--- config.mk ---
export PLATFORM = sky130hd
export DESIGN_NAME = signal_wait_table
export DESIGN_NICKNAME = d
export VERILOG_FILES = /design/src/hdl/swt_pkg.sv /design/src/hdl/swt_cell.sv /design/src/hdl/signal_wait_table.sv
export SDC_FILE = /design/constraint.sdc
export NUM_CORES = 2
export LEC_CHECK = 0
export ABC_AREA = 1
export BUFFER_PORTS_ARGS = -buffer_cell sky130_fd_sc_hd__buf_2
export CORE_AREA = 10 10 384 293
export DETAILED_ROUTE_END_ITERATION = 12
export DIE_AREA = 0 0 394 303
export GPL_ROUTABILITY_DRIVEN = 0
export GPL_TIMING_DRIVEN = 1
export PLACE_DENSITY = 0.76
export SLEW_MARGIN = 20
export SYNTH_ARGS = -nofsm -noshare
export SYNTH_HDL_FRONTEND = slang
export SYNTH_HIERARCHICAL = 1
export SYNTH_SLANG_ARGS = --single-unit
--- constraint.sdc ---
create_clock -name clk_i -period 6.93 [get_ports clk_i]
set_input_delay 1.386 -clock clk_i [delete_from_list [all_inputs] [get_ports clk_i]]
set_output_delay 1.386 -clock clk_i [all_outputs]
set_load 0.01 [all_outputs]
--- src/hdl/swt_pkg.sv ---
package swt_pkg;

  typedef enum logic [1:0] {
    CMD_INSERT    = 2'd0,
    CMD_QUERY     = 2'd1,
    CMD_CLEAR     = 2'd2,
    CMD_CLEAR_ALL = 2'd3
  } cmd_e;

  localparam int unsigned SlotW   = 4;
  localparam int unsigned SigW    = 32;
  localparam int unsigned PidInW  = 8;
  localparam int unsigned PidMaxW = 16;

  // Command travelling down the row of cells, with the answer built so far.
  typedef struct packed {
    logic             valid;
    cmd_e             cmd;
    logic [SigW-1:0]  sig;
    logic             found;
    logic [SlotW-1:0] slot;
  } token_t;

endpackage

--- src/hdl/swt_cell.sv ---
module swt_cell #(
  parameter int unsigned CELL_INDEX   = 0,
  parameter int unsigned PROC_ID_BITS = 8
) (
  input  logic                    clk_i,
  input  logic                    rst_ni,
  input  logic                    advance_i,
  input  swt_pkg::token_t         tok_i,
  input  logic [PROC_ID_BITS-1:0] pid_i,
  output swt_pkg::token_t         tok_o,
  output logic [PROC_ID_BITS-1:0] pid_o
);
  import swt_pkg::*;

  localparam int unsigned SlotIdx = CELL_INDEX % (2 ** SlotW);

  logic                    entry_valid_q, entry_valid_d;
  logic [PROC_ID_BITS-1:0] entry_proc_q, entry_proc_d;
  logic [SigW-1:0]         entry_sig_q, entry_sig_d;
  token_t                  tok_q, tok_d;
  logic [PROC_ID_BITS-1:0] pid_q;
  logic                    proc_match;
  logic                    take;

  assign proc_match = entry_valid_q && (entry_proc_q == pid_i);
  assign take       = advance_i && tok_i.valid;

  always_comb begin
    tok_d         = tok_i;
    entry_valid_d = entry_valid_q;
    entry_proc_d  = entry_proc_q;
    entry_sig_d   = entry_sig_q;
    case (tok_i.cmd)
      CMD_INSERT: begin
        if (!tok_i.found && !entry_valid_q) begin
          entry_valid_d = 1'b1;
          entry_proc_d  = pid_i;
          entry_sig_d   = tok_i.sig;
          tok_d.found   = 1'b1;
          tok_d.slot    = SlotW'(SlotIdx);
        end
      end
      CMD_QUERY: begin
        if (!tok_i.found && proc_match && (entry_sig_q == tok_i.sig)) begin
          tok_d.found = 1'b1;
          tok_d.slot  = SlotW'(SlotIdx);
        end
      end
      CMD_CLEAR: begin
        if (proc_match) begin
          entry_valid_d = 1'b0;
        end
      end
      default: begin
        entry_valid_d = 1'b0;
      end
    endcase
  end

  always_ff @(posedge clk_i or negedge rst_ni) begin
    if (!rst_ni) begin
      entry_valid_q <= 1'b0;
      tok_q         <= '0;
    end else begin
      if (take) begin
        entry_valid_q <= entry_valid_d;
      end
      if (advance_i) begin
        tok_q <= tok_d;
      end
    end
  end

  // Payload registers; a free entry's contents are never looked at.
  always_ff @(posedge clk_i) begin
    if (take) begin
      entry_proc_q <= entry_proc_d;
      entry_sig_q  <= entry_sig_d;
    end
    if (advance_i) begin
      pid_q <= pid_i;
    end
  end

  assign tok_o = tok_q;
  assign pid_o = pid_q;

  a_clear_all_empties: assert property (@(posedge clk_i) disable iff (!rst_ni)
    take && (tok_i.cmd == CMD_CLEAR_ALL) |=> !entry_valid_q)
    else $error("entry still valid after clear-all");

  a_found_sticks: assert property (@(posedge clk_i) disable iff (!rst_ni)
    take && tok_i.found |=> tok_q.found && (tok_q.slot == $past(tok_i.slot)))
    else $error("earlier match overwritten by a later cell");

  a_insert_claims_free: assert property (@(posedge clk_i) disable iff (!rst_ni)
    take && (tok_i.cmd == CMD_INSERT) && !tok_i.found && !entry_valid_q
    |=> entry_valid_q && tok_q.found && (tok_q.slot == SlotW'(SlotIdx)))
    else $error("insert passed a free entry");

  a_used_entry_kept: assert property (@(posedge clk_i) disable iff (!rst_ni)
    take && (tok_i.cmd == CMD_INSERT) && entry_valid_q
    |=> entry_valid_q && ($past(entry_sig_q) == entry_sig_q))
    else $error("insert overwrote a used entry");

endmodule

--- src/hdl/signal_wait_table.sv ---
// Wait list of TABLE_ENTRIES entries, built as a row of cells that each own one entry.
// A command enters the first cell and moves one cell per clock unless the row stalls;
// each cell applies it to its own entry and passes along the lowest slot found so far.
// The row is a pipeline: a new command can be taken in every cycle that the row does
// not stall, and commands act on the table strictly in order. When the output holds
// a result that is not taken, the whole row stalls and in_ready_o drops. Reset
// empties the table at once. slot_o carries the low four bits of the index.
module signal_wait_table #(
  parameter int unsigned TABLE_ENTRIES = 16,
  parameter int unsigned PROC_ID_BITS  = 8
) (
  input  logic                        clk_i,
  input  logic                        rst_ni,
  input  logic                        in_valid_i,
  output logic                        in_ready_o,
  input  logic [1:0]                  command_i,
  input  logic [swt_pkg::PidInW-1:0]  proc_id_i,
  input  logic [swt_pkg::SigW-1:0]    sig_value_i,
  output logic                        out_valid_o,
  input  logic                        out_ready_i,
  output logic                        hit_o,
  output logic [swt_pkg::SlotW-1:0]   slot_o
);
  import swt_pkg::*;

  token_t                  tok   [TABLE_ENTRIES+1];
  logic [PROC_ID_BITS-1:0] pid   [TABLE_ENTRIES+1];
  logic [PidMaxW-1:0]      pid_ext;
  logic                    advance;
  logic                    out_valid_q;
  logic                    hit_q;
  logic [SlotW-1:0]        slot_q;

  assign advance    = !out_valid_q || out_ready_i;
  assign in_ready_o = advance;

  // Only the low PROC_ID_BITS of the process id take part.
  assign pid_ext = {{(PidMaxW-PidInW){1'b0}}, proc_id_i};

  always_comb begin
    tok[0].valid = in_valid_i;
    tok[0].cmd   = cmd_e'(command_i);
    tok[0].sig   = sig_value_i;
    tok[0].found = 1'b0;
    tok[0].slot  = '0;
    pid[0]       = pid_ext[PROC_ID_BITS-1:0];
  end

  for (genvar g = 0; g < TABLE_ENTRIES; g++) begin : g_cell
    swt_cell #(
      .CELL_INDEX  (g),
      .PROC_ID_BITS(PROC_ID_BITS)
    ) u_cell (
      .clk_i    (clk_i),
      .rst_ni   (rst_ni),
      .advance_i(advance),
      .tok_i    (tok[g]),
      .pid_i    (pid[g]),
      .tok_o    (tok[g+1]),
      .pid_o    (pid[g+1])
    );
  end

  always_ff @(posedge clk_i or negedge rst_ni) begin
    if (!rst_ni) begin
      out_valid_q <= 1'b0;
    end else if (advance) begin
      out_valid_q <= tok[TABLE_ENTRIES].valid;
    end
  end

  always_ff @(posedge clk_i) begin
    if (advance) begin
      hit_q  <= tok[TABLE_ENTRIES].found;
      slot_q <= tok[TABLE_ENTRIES].slot;
    end
  end

  assign out_valid_o = out_valid_q;
  assign hit_o       = hit_q;
  assign slot_o      = slot_q;

  a_no_hit_no_slot: assert property (@(posedge clk_i) disable iff (!rst_ni)
    out_valid_q && !hit_q |-> slot_q == '0)
    else $error("slot set without a hit");

  a_stall_holds_row: assert property (@(posedge clk_i) disable iff (!rst_ni)
    out_valid_q && !out_ready_i |=> $stable(tok[TABLE_ENTRIES].valid) && out_valid_q)
    else $error("row moved while output stalled");

  a_clear_no_hit: assert property (@(posedge clk_i) disable iff (!rst_ni)
    advance && tok[TABLE_ENTRIES].valid &&
    ((tok[TABLE_ENTRIES].cmd == CMD_CLEAR) || (tok[TABLE_ENTRIES].cmd == CMD_CLEAR_ALL))
    |=> !hit_q)
    else $error("clear answered with a hit");

endmodule

==> run summary <==
outcome = completed
share of cells above drive strength 1 = 0.0764
Area growth syn-to-layout = 11.1%
die extent in y = 303 µm
final net count = 6863
Synth Cell Area = 61000 µm²
CTS clk-pin slew, worst paths = 0.06 ns
global-route wire length before repair = 214000 µm
Clk pwr share = 0.276
depth of the CTS H-tree = 4
Finished Core Util = 0.648
crit end category = output pin
CTS tree = built
Multi-input gate area = 18100 µm²
crit-path leading delay family = buffers and inverters
synth warn = 6
crit-path cells = buf_2, inv_1, nand2_8, buf_4, buf_2
setup bufs post-CTS = 0
worst min path class = flip-flop to flip-flop
Cell Pwr Density = 397 nW/µm²
detailed-router iteration count before antenna repair = 6
crit path kind = input pin to output pin
Sequential Area = 38600 µm²
Global Route Usage Sum = 0.220
antenna diode count = 0
clk buf depth = 3
clk sinks = 1388
met2 wire len = 59300 µm
period utilisation layout = 0.613
fin crit period = 4.25 ns
vias in the first global route = 41300
row count = 103
Slew headroom = 0.276
Initial Util = 0.583
die area = 119000 µm²
Final setup viols = 0
clk_lat worst skew = 0.76 ns
hold-fix buffers at CTS = 0
Slew Limit Fails = 0
crit-path max FO = 127
Clock Skew = 0.0238 ns
initial antenna violation count = 1
Die Width = 394 µm
Critical-path top delay cell = nand2_8
setup TNS = 0 ns
met3 WL = 9480 µm
critical path required time = 5.54 ns
Remaining Overflow, GRT = 0
routed wire length = 132000 µm
initial detailed-routing violation count = 4227
Seq pwr share = 0.509
# port buffers = 52
clk root buf = clkbuf_16
CP max stage delay = 0.63 ns
Startpoint Class = input pin
I/O Pins = 53
Slew @ Worst Pin = 1.08 ns
CP arrival = 2.86 ns
Post-Syn Instances = 6709
Switch Pwr = 9.26 mW
cell internal pwr = 17.6 mW
max cap viols = 0
synthesized area per cell = 9.10 µm²
worst path buffer plus inverter count = 4
HPWL after detailed placement = 92200 µm
Fmax = 235 MHz
endpoints failing hold = 0
Inserted Clock Buffers = 130
Core ar. = 105000 µm²
sw frac = 0.344
M1 wire length = 60900 µm
top layer in use = met5
largest net degree at the start of global routing = 170
DR DRC count = 0
Combinational Power Share = 0.215
Vias/cell = 5.17
Post-CTS Resized = 0
Fill cells = 8145
vias = 43100
P_leak = 31.4 nW
drt wl/cell = 15.8 µm
RSZ-0062 raised after global routing = false
CP most frequent cell = buf_2
post-route antenna net violation count = 0
Max IR drop VDD = 260 µV
## sequential cells by signal (all words and copies together) (netlist names)
| signal | cells |
|---|---|
| hit_o | 1 |
| g_cell.u_cell/tok_o | 606 |
| slot_o | 4 |
| g_cell.u_cell/entry_valid_q | 16 |
| g_cell.u_cell/pid_o | 120 |
| out_valid_o | 1 |
| g_cell.u_cell/entry_sig_q | 512 |
| g_cell.u_cell/entry_proc_q | 128 |
## worst paths after layout
check,slack (ns),start,to,cells past startpoint
max in group asynchronous,4.86,rst_ni,g_cell[6].u_cell/tok_o[26]$_DFFE_PN0P_,2
min in group asynchronous,0.63,rst_ni,g_cell[15].u_cell/tok_o[1]$_DFFE_PN0P_,1
setup reg to reg,3.91,out_valid_o$_DFFE_PN0P_,g_cell[15].u_cell/entry_sig_q[13]$_DFFE_PP_,5
hold reg to reg,0.44,g_cell[15].u_cell/tok_o[0]$_DFFE_PN0P_,slot_o[0]$_DFFE_PP_,0
hold / removal,0.44,g_cell[15].u_cell/tok_o[0]$_DFFE_PN0P_,slot_o[0]$_DFFE_PP_,0
setup / recovery,2.68,out_ready_i,in_ready_o,5
## power by group through the flow
stage               Combinational [mW]  Sequential (mW)  Clock [mW]
finish                            5.78             13.7        7.42
global route                      6.68             14.0        7.89
floorplan                         4.32             12.8           0
CTS                               5.76             13.7        7.55
global placement                  5.44             13.7           0
detailed placement                5.68             13.8           0
## stage by stage
| step | setup WS (ns) | cells | total power, mW | hold slack (ns) | cell area, µm² |
|---|---|---|---|---|---|
| 2_1_floorplan | 0.927 | 6715 | 17.2 | 0.417 | 61100 |
| 5_1_grt | 2.57 | 8344 | 28.6 | 0.456 | 67800 |
| 6_report | 2.68 | 8344 | 26.9 | 0.441 | 67800 |
| 3_3_place_gp | 2.68 | 8086 | 19.2 | 0.425 | 62900 |
| 3_5_place_dp | 2.67 | 8090 | 19.5 | 0.433 | 63000 |
| 4_1_cts | 2.67 | 8332 | 27.0 | 0.447 | 67500 |
## final cells by class
cell class	instances	share of cell area
clock buffer	176	0.0549
clock inverter	66	0.0112
inverter	1052	0.0583
multi-input combinational	4151	0.268
sequential	1388	0.569
tap	1417	0.0262
timing repair buffer	94	0.0128
## cells in the final DEF, fill, tap and decap left out, types with 7 or more instances in the layout
| cell type | n |
|---|---|
| inv_2 | 56 |
| nor2_4 | 18 |
| edfxtp_1 | 765 |
| or2_1 | 8 |
| clkbuf_8 | 14 |
| nand3b_1 | 37 |
| xnor2_1 | 108 |
| buf_4 | 23 |
| a21oi_1 | 30 |
| clkbuf_16 | 137 |
| clkinv_1 | 25 |
| inv_1 | 987 |
| o21ai_1 | 88 |
| nand4_1 | 43 |
| nor3_2 | 9 |
| nor2_1 | 491 |
| nand3_1 | 112 |
| nand2_2 | 17 |
| conb_1 | 7 |
| o21ai_0 | 353 |
| buf_2 | 51 |
| clkbuf_1 | 24 |
| dfrtp_1 | 623 |
| clkinv_2 | 19 |
| or2_2 | 55 |
| o22ai_1 | 18 |
| bufinv_16 | 14 |
| buf_12 | 13 |
| nand2_1 | 2590 |
| nand3_2 | 16 |
| nor2_2 | 50 |
| xor2_1 | 40 |
| a21oi_2 | 7 |
| nor3_1 | 24 |
## worst register-to-register path, delay by kind of cell, from the launching register on
family	cells	cell delay, ns
buffers and inverters	2	0.72
DFF	1	0.46
and+or+nand+nor	3	1.52
## metal layers
| layer | up-vias | GRT usage |
|---|---|---|
| li1 | 21000 | - |
| met1 | 20600 | 0.328 |
| met2 | 1288 | 0.340 |
| met3 | 170 | 0.0332 |
| met4 | 2 | 0.0567 |
| met5 | - | 0 |
Power figures use the tool's default switching activity.
